[src/rtl/core/mie_pkg.sv]
`timescale 1ns / 1ps

package mie_pkg;

   localparam int WORD_BITS  = 31;
   // Bezout coefficients stay within +/- modulus: word plus sign plus headroom
   localparam int COEF_BITS  = WORD_BITS + 2;
   // shift count of the aligned divisor never exceeds WORD_BITS-1
   localparam int SHIFT_BITS = $clog2(WORD_BITS);

   typedef struct packed {
      logic [WORD_BITS-1:0] value;
      logic [WORD_BITS-1:0] modulus;
   } req_type;

   typedef struct packed {
      logic [WORD_BITS-1:0] inverse;
      logic [WORD_BITS-1:0] divisor;
      logic                 not_coprime;
   } rsp_type;

   typedef struct packed {
      logic                        done;
      logic [WORD_BITS-1:0]        gcd;
      logic signed [COEF_BITS-1:0] coef;
   } euc_status_type;

   typedef enum logic [1:0] {
      EU_IDLE,
      EU_CHECK,
      EU_DIV
   } euc_state_type;

   typedef enum logic {
      ST_IDLE,
      ST_RUN
   } top_state_type;

endpackage

[src/rtl/core/mie_euclid.sv]
`timescale 1ns / 1ps

module mie_euclid import mie_pkg::*; (
   input  logic           clock,
   input  logic           reset,
   input  logic           load,
   input  req_type        req_data,
   output euc_status_type status
);

   euc_state_type               state_ff, state_in;
   logic [WORD_BITS-1:0]        rp_ff, rp_in;
   logic [WORD_BITS-1:0]        rc_ff, rc_in;
   logic signed [COEF_BITS-1:0] sp_ff, sp_in;
   logic signed [COEF_BITS-1:0] sc_ff, sc_in;
   logic [WORD_BITS-1:0]        d_ff, d_in;
   logic signed [COEF_BITS-1:0] t_ff, t_in;
   logic [SHIFT_BITS-1:0]       k_ff, k_in;
   logic                        align_ff, align_in;
   logic                        done_ff, done_in;

   logic [WORD_BITS:0]          dbl;
   logic                        grow;
   logic [WORD_BITS:0]          diff;
   logic                        fits;
   logic [WORD_BITS-1:0]        rem;
   logic signed [COEF_BITS-1:0] sacc;

   // shared subtract unit: partial remainder minus aligned divisor,
   // coefficient minus aligned coefficient
   always_comb begin
      dbl  = {d_ff, 1'b0};
      grow = align_ff && (dbl <= {1'b0, rp_ff});
      diff = {1'b0, rp_ff} - {1'b0, d_ff};
      fits = !diff[WORD_BITS];
      rem  = fits ? diff[WORD_BITS-1:0] : rp_ff;
      sacc = fits ? (sp_ff - t_ff) : sp_ff;
   end

   always_ff @(posedge clock) begin
      if (reset) begin
         state_ff <= EU_IDLE;
         done_ff  <= 1'b0;
         align_ff <= 1'b0;
         k_ff     <= '0;
      end else begin
         state_ff <= state_in;
         done_ff  <= done_in;
         align_ff <= align_in;
         k_ff     <= k_in;
      end
      rp_ff <= rp_in;
      rc_ff <= rc_in;
      sp_ff <= sp_in;
      sc_ff <= sc_in;
      d_ff  <= d_in;
      t_ff  <= t_in;
   end

   always_comb begin
      state_in = state_ff;
      done_in  = 1'b0;
      align_in = align_ff;
      k_in     = k_ff;
      rp_in    = rp_ff;
      rc_in    = rc_ff;
      sp_in    = sp_ff;
      sc_in    = sc_ff;
      d_in     = d_ff;
      t_in     = t_ff;
      unique case (state_ff)
         EU_IDLE: begin
            if (load) begin
               rp_in    = req_data.value;
               rc_in    = req_data.modulus;
               sp_in    = COEF_BITS'(1);
               sc_in    = '0;
               state_in = EU_CHECK;
            end
         end
         EU_CHECK: begin
            if (rc_ff == '0) begin
               done_in  = 1'b1;
               state_in = EU_IDLE;
            end else begin
               d_in     = rc_ff;
               t_in     = sc_ff;
               k_in     = '0;
               align_in = 1'b1;
               state_in = EU_DIV;
            end
         end
         EU_DIV: begin
            if (grow) begin
               d_in = dbl[WORD_BITS-1:0];
               t_in = t_ff <<< 1;
               k_in = k_ff + SHIFT_BITS'(1);
            end else begin
               align_in = 1'b0;
               if (k_ff == '0) begin
                  // quotient step complete: rotate remainder and coefficient pairs
                  rp_in = rc_ff;
                  rc_in = rem;
                  sp_in = sc_ff;
                  sc_in = sacc;
                  if (rem == '0) begin
                     done_in  = 1'b1;
                     state_in = EU_IDLE;
                  end else begin
                     d_in     = rem;
                     t_in     = sacc;
                     align_in = 1'b1;
                  end
               end else begin
                  rp_in = rem;
                  sp_in = sacc;
                  d_in  = d_ff >> 1;
                  t_in  = t_ff >>> 1;
                  k_in  = k_ff - SHIFT_BITS'(1);
               end
            end
         end
         default: state_in = EU_IDLE;
      endcase
   end

   assign status.done = done_ff;
   assign status.gcd  = rp_ff;
   assign status.coef = sp_ff;

   a_done_idle: assert property (@(posedge clock) disable iff (reset)
      done_ff |-> state_ff == EU_IDLE)
      else $error("done raised while iterating");

   a_div_nonzero: assert property (@(posedge clock) disable iff (reset)
      state_ff == EU_DIV |-> (rc_ff != '0) && (d_ff != '0))
      else $error("division by zero remainder");

   a_align: assert property (@(posedge clock) disable iff (reset)
      state_ff == EU_DIV |-> (d_ff >> k_ff) == rc_ff)
      else $error("aligned divisor lost its bits");

   a_load_idle: assert property (@(posedge clock) disable iff (reset)
      (load && state_ff == EU_IDLE) |=> state_ff == EU_CHECK)
      else $error("new transaction not started");

endmodule

[src/rtl/core/modular_inverse_ext_euclid_unit.sv]
`timescale 1ns / 1ps

// channel    ports                          direction  handshake
// request    start, busy, req_data          in         start && !busy
// response   rsp_strobe, rsp_data           out        rsp_strobe, one cycle
//
// One transaction at a time: a setup step, then for each Euclid quotient step
// an alignment phase that doubles the divisor and a phase that subtracts and
// halves it back, then the reduction and the output register. The shared
// shift/subtract unit carries out every quotient step, bit by bit.
// Reset clears the sequencer and the strobe. The receiver cannot stall; busy
// falls in the cycle the result is strobed.

module modular_inverse_ext_euclid_unit import mie_pkg::*; (
   input  logic    clock,
   input  logic    reset,
   input  logic    start,
   output logic    busy,
   input  req_type req_data,
   output logic    rsp_strobe,
   output rsp_type rsp_data
);

   top_state_type        state_ff, state_in;
   logic [WORD_BITS-1:0] modulus_ff, modulus_in;
   logic                 rsp_strobe_ff, rsp_strobe_in;
   rsp_type              rsp_data_ff, rsp_data_in;

   logic                        accept;
   euc_status_type              status;
   logic [COEF_BITS-1:0]        mext;
   logic                        neg;
   logic signed [COEF_BITS-1:0] op;
   logic signed [COEF_BITS-1:0] res;
   logic [WORD_BITS-1:0]        reduced;
   logic                        coprime;

   assign accept = start && (state_ff == ST_IDLE);

   mie_euclid u_euclid (
      .clock    (clock),
      .reset    (reset),
      .load     (accept),
      .req_data (req_data),
      .status   (status)
   );

   // bring the coefficient into 0 .. modulus-1 with one add
   always_comb begin
      mext    = {2'b00, modulus_ff};
      neg     = status.coef[COEF_BITS-1];
      op      = neg ? $signed(mext) : -$signed(mext);
      res     = status.coef + op;
      reduced = (neg || !res[COEF_BITS-1]) ? res[WORD_BITS-1:0]
                                           : status.coef[WORD_BITS-1:0];
      coprime = (status.gcd == WORD_BITS'(1));
   end

   always_ff @(posedge clock) begin
      if (reset) begin
         state_ff      <= ST_IDLE;
         rsp_strobe_ff <= 1'b0;
      end else begin
         state_ff      <= state_in;
         rsp_strobe_ff <= rsp_strobe_in;
      end
      modulus_ff  <= modulus_in;
      rsp_data_ff <= rsp_data_in;
   end

   always_comb begin
      state_in      = state_ff;
      modulus_in    = modulus_ff;
      rsp_strobe_in = 1'b0;
      rsp_data_in   = rsp_data_ff;
      unique case (state_ff)
         ST_IDLE: begin
            if (start) begin
               modulus_in = req_data.modulus;
               state_in   = ST_RUN;
            end
         end
         ST_RUN: begin
            if (status.done) begin
               rsp_strobe_in           = 1'b1;
               rsp_data_in.divisor     = status.gcd;
               rsp_data_in.not_coprime = !coprime;
               rsp_data_in.inverse     = (coprime && modulus_ff != '0) ? reduced : '0;
               state_in                = ST_IDLE;
            end
         end
         default: state_in = ST_IDLE;
      endcase
   end

   assign busy       = (state_ff != ST_IDLE);
   assign rsp_strobe = rsp_strobe_ff;
   assign rsp_data   = rsp_data_ff;

   a_strobe_after_run: assert property (@(posedge clock) disable iff (reset)
      rsp_strobe_ff |-> $past(state_ff == ST_RUN))
      else $error("result without a transaction");

   a_strobe_idle: assert property (@(posedge clock) disable iff (reset)
      rsp_strobe_ff |-> state_ff == ST_IDLE)
      else $error("still busy at result");

   a_no_inverse: assert property (@(posedge clock) disable iff (reset)
      (rsp_strobe_ff && rsp_data_ff.not_coprime) |-> rsp_data_ff.inverse == '0)
      else $error("inverse given for non-coprime operands");

endmodule
[config.mk]
export PLATFORM = sky130hd
export DESIGN_NAME = modular_inverse_ext_euclid_unit
export DESIGN_NICKNAME = d
export VERILOG_FILES = /design/src/rtl/core/mie_pkg.sv /design/src/rtl/core/mie_euclid.sv /design/src/rtl/core/modular_inverse_ext_euclid_unit.sv
export SDC_FILE = /design/constraint.sdc
export NUM_CORES = 1
export LEC_CHECK = 0
export ABC_AREA = 1
export BUFFER_PORTS_ARGS = -buffer_cell sky130_fd_sc_hd__buf_4
export CORE_MARGIN = 8
export CORE_UTILIZATION = 50
export DETAILED_ROUTE_END_ITERATION = 6
export PLACE_DENSITY_LB_ADDON = 0.25
export SLEW_MARGIN = 5
export SYNTH_ARGS = -nofsm -noshare
export SYNTH_HDL_FRONTEND = slang
export SYNTH_SLANG_ARGS = --single-unit
[constraint.sdc]
create_clock -name clock -period 6.2 [get_ports clock]
set_clock_uncertainty 0.15 [all_clocks]
set_input_delay 0.31 -clock clock [delete_from_list [all_inputs] [get_ports clock]]
set_output_delay 0.31 -clock clock [all_outputs]
set_load 0.05 [all_outputs]
==> impl_metrics.py <==
metrics = {
    "outcome": {
        "outcome": "complete, no violations",
    },
    "die": {
        "fp.dieW_um": 222,
        "die_area_um2": 49400,
        "row_count": 75,
        "die_y_um": 222,
        "placeableCoreArea_um2": 41900,
        "start_util_pct": 50.7,
        "boundaryPins": 130,
    },
    "worst_hold_path": {
        "hold_path_class": "in -> reg",
    },
    "worst_setup_path": {
        "crit_chain": "inv_1 > ha_1 > nand3_1 > nor3_1 > nand2_1 > nor2_1 > nand3_1 > nor4_1 > nand2_1 > nand2_1 > xnor2_1 > ha_1 > nand2_1 > nor3_1 > nand3_1 > nand3_1 > a21o_1 > and2_1 > o21bai_1 > nand3_2 > buf_4 > o21ai_0 > a21oi_1",
        "crit_family": "simple AND/OR/NAND/NOR gates",
        "cp_data_required_time_ns": 6.44,
        "critPathMaxStageDelay_ns": 0.44,
        "slowest_stage": "buf_4",
        "cp-end-kind": "register",
        "critPathBufInv": 2,
        "worstPathArrival_ns": 4.85,
        "start_kind": "register",
        "crit_fanout": 62,
        "critPathKind": "reg -> reg",
    },
    "global_routing": {
        "grt_overflow": 0,
        "grt_pass1_vias": 19200,
        "grt_pass1_wl_mm": 108,
        "grt_usage_pct": 27.5,
        "antenna_found_initial": 0,
        "grt_max_degree": 95,
    },
    "sta": {
        "fmax_mhz": 216,
        "fin_crit_ns": 4.62,
        "worstMarginPinSlew_ns": 1.04,
        "rsz0062_at_grt": "false",
        "slew_viol_final": 0,
        "setup_viol": 0,
        "hold_violations": 0,
        "period_share_pct": 74.5,
        "fin_tns_setup_ns": 0,
        "relSlewSlack_pct": 30.7,
    },
    "drt": {
        "post-route-drc-count": 0,
        "drt-total-wl_mm": 70.3,
        "drt_iter0_drc": 2156,
        "wl_per_cell_um": 20.4,
        "antenna_left": 0,
        "drt_first_pass_iters": 7,
        "viasPerCell": 5.83,
        "vias": 20100,
    },
    "cts": {
        "cts_made_buffers": 36,
        "cts_buffer_depth": 3,
        "path_clk_slew_ns": 0.06,
        "holdBufCountCts": 62,
        "clkSinkCount": 297,
        "clk-insertion-delay-late_ns": 0.56,
        "cts-root-buf": "clkbuf_16",
        "tritoncts": "built",
        "cts_setup_buffers": 0,
        "htreeDepth": 2,
        "cts_resized": 0,
    },
    "logic_synthesis": {
        "syn_area_um2": 21300,
        "ys.flop_type": "edfxtp_1",
        "syn_area_per_cell_um2": 7.82,
        "postSynth.asyncResetShare_pct": 0,
        "synth_edf_count": 286,
        "ys_ff_latch": 297,
        "seq_area_frac_synth_pct": 41.4,
        "syn_inst": 2719,
        "syn_nets": 2920,
        "synth_cell_types": 56,
        "yosys_warnings": 0,
    },
    "finish": {
        "antenna_cells": 0,
        "fin_nets": 3090,
        "drive_above_1_share_pct": 9.13,
        "synthToLayoutAreaGrowth_pct": 15.3,
    },
    "flow_run": {
        "drv_cap": 0,
    },
    "placement": {
        "dp_hpwl_mm": 51.5,
        "place_congestion": 0.986,
        "portBuffers": 129,
    },
}
[worst paths after layout]
check	slack, ns	start	to	cells after the start
setup / recovery	1.58	modulus_ff[0]	rsp_data[59]	23
hold / removal	0.04	req_data[43]	u_euclid.rp_ff[12]	3
setup reg to reg	1.58	modulus_ff[0]	rsp_data[59]	23
hold reg to reg	0.34	u_euclid.k_ff[2]	u_euclid.k_ff[2]	2
[logic make-up after synthesis]
kind of cell / synth area share (%)
simple gates: 22.0
compound gates: 15.5
buf+inv: 9.14
flops: 41.4
fa+ha+maj: 8.14
xor+xnor: 3.71
mux: 0.0471
[state kept, by name (all words and copies together), names as in the netlist]
name	flops
rsp_strobe	1
u_euclid.t_ff	33
u_euclid.rc_ff	31
u_euclid.align_ff	1
modulus_ff	31
u_euclid.k_ff	5
busy	1
u_euclid.rp_ff	31
u_euclid.sp_ff	33
u_euclid.d_ff	31
rsp_data	63
u_euclid.state_ff	2
u_euclid.done_ff	1
u_euclid.sc_ff	33
[layout make-up]
cell class              count  area [µm²]
repair buffers            215        1770
flip-flops and latches    297        8810
multi-input cells        1921       10600
inverters                 418        1570
well taps                 539         674
clock inverters            17         179
clock buffers              46         960
fillers                  3824       17400
[cells in the final DEF, fill, tap and decap left out, drive strengths merged, types with 31 or more instances in the layout]
cell / count
inv: 414
xnor2: 42
o211ai: 31
edfxtp: 286
ha: 132
o21ai: 205
nor2: 205
a21oi: 177
buf: 153
o221ai: 55
nand2: 728
dlygate4sd3: 62
xor2: 48
clkbuf: 46
nand3: 113
[Yosys cell counts, drive strengths merged (2+ instances only)]
cell type | number | area [µm²]
o21ai | 205 | 1030
ha | 132 | 1650
xor2 | 48 | 420
inv | 415 | 1560
o31ai | 2 | 15.0
nand4 | 24 | 150
nand2 | 728 | 2780
clkbuf | 68 | 255
o22ai | 27 | 169
nand3 | 113 | 576
buf | 15 | 120
o21bai | 11 | 82.6
or2 | 11 | 68.8
a21o | 17 | 128
a22oi | 6 | 45.0
fa | 4 | 80.1
a21oi | 177 | 908
clkinv | 3 | 11.3
nor3 | 26 | 130
nor2 | 205 | 797
a221oi | 3 | 26.3
a31oi | 11 | 68.8
dfxtp | 11 | 220
xnor2 | 42 | 368
nor4 | 19 | 119
and2 | 3 | 18.8
o221ai | 55 | 482
nand3b | 4 | 30.0
a211oi | 4 | 30.0
a21boi | 3 | 22.5
o211ai | 31 | 233
edfxtp | 286 | 8590
[tightest hold or removal path, cell delays in order]
cell and delay, ns:
buf_4 0.08, nand2_1 0.10, o211ai_1 0.13
[routing by layer]
layer | part of all wire (%) | up-vias | GRT usage, %
li1 | - | 9519 | -
met1 | 44 | 9554 | 38.1
met2 | 44 | 932 | 43.6
met3 | 9.4 | 114 | 5.24
met4 | 2.3 | 0 | 7.85
met5 | 0 | - | 0
[metrics by stage]
stage | utilization [%] | std cells | hold WS [ns] | worst slack (ns) | area [µm²]
finish | 58.4 | 3453 | 0.0429 | 1.58 | 24500
global route | 58.4 | 3453 | 0.0203 | 1.07 | 24500
CTS | 58.4 | 3453 | 0.00155 | 1.60 | 24500
detailed placement | 54.3 | 3328 | 0.333 | 1.62 | 22800
global placement | 54.3 | 3328 | 0.331 | 1.75 | 22800
floorplan | - | 2719 | 0.229 | 1.18 | 21300
Power is not shown: default switching activity piles up to over one toggle a cycle in this logic, so the estimate is an artifact.
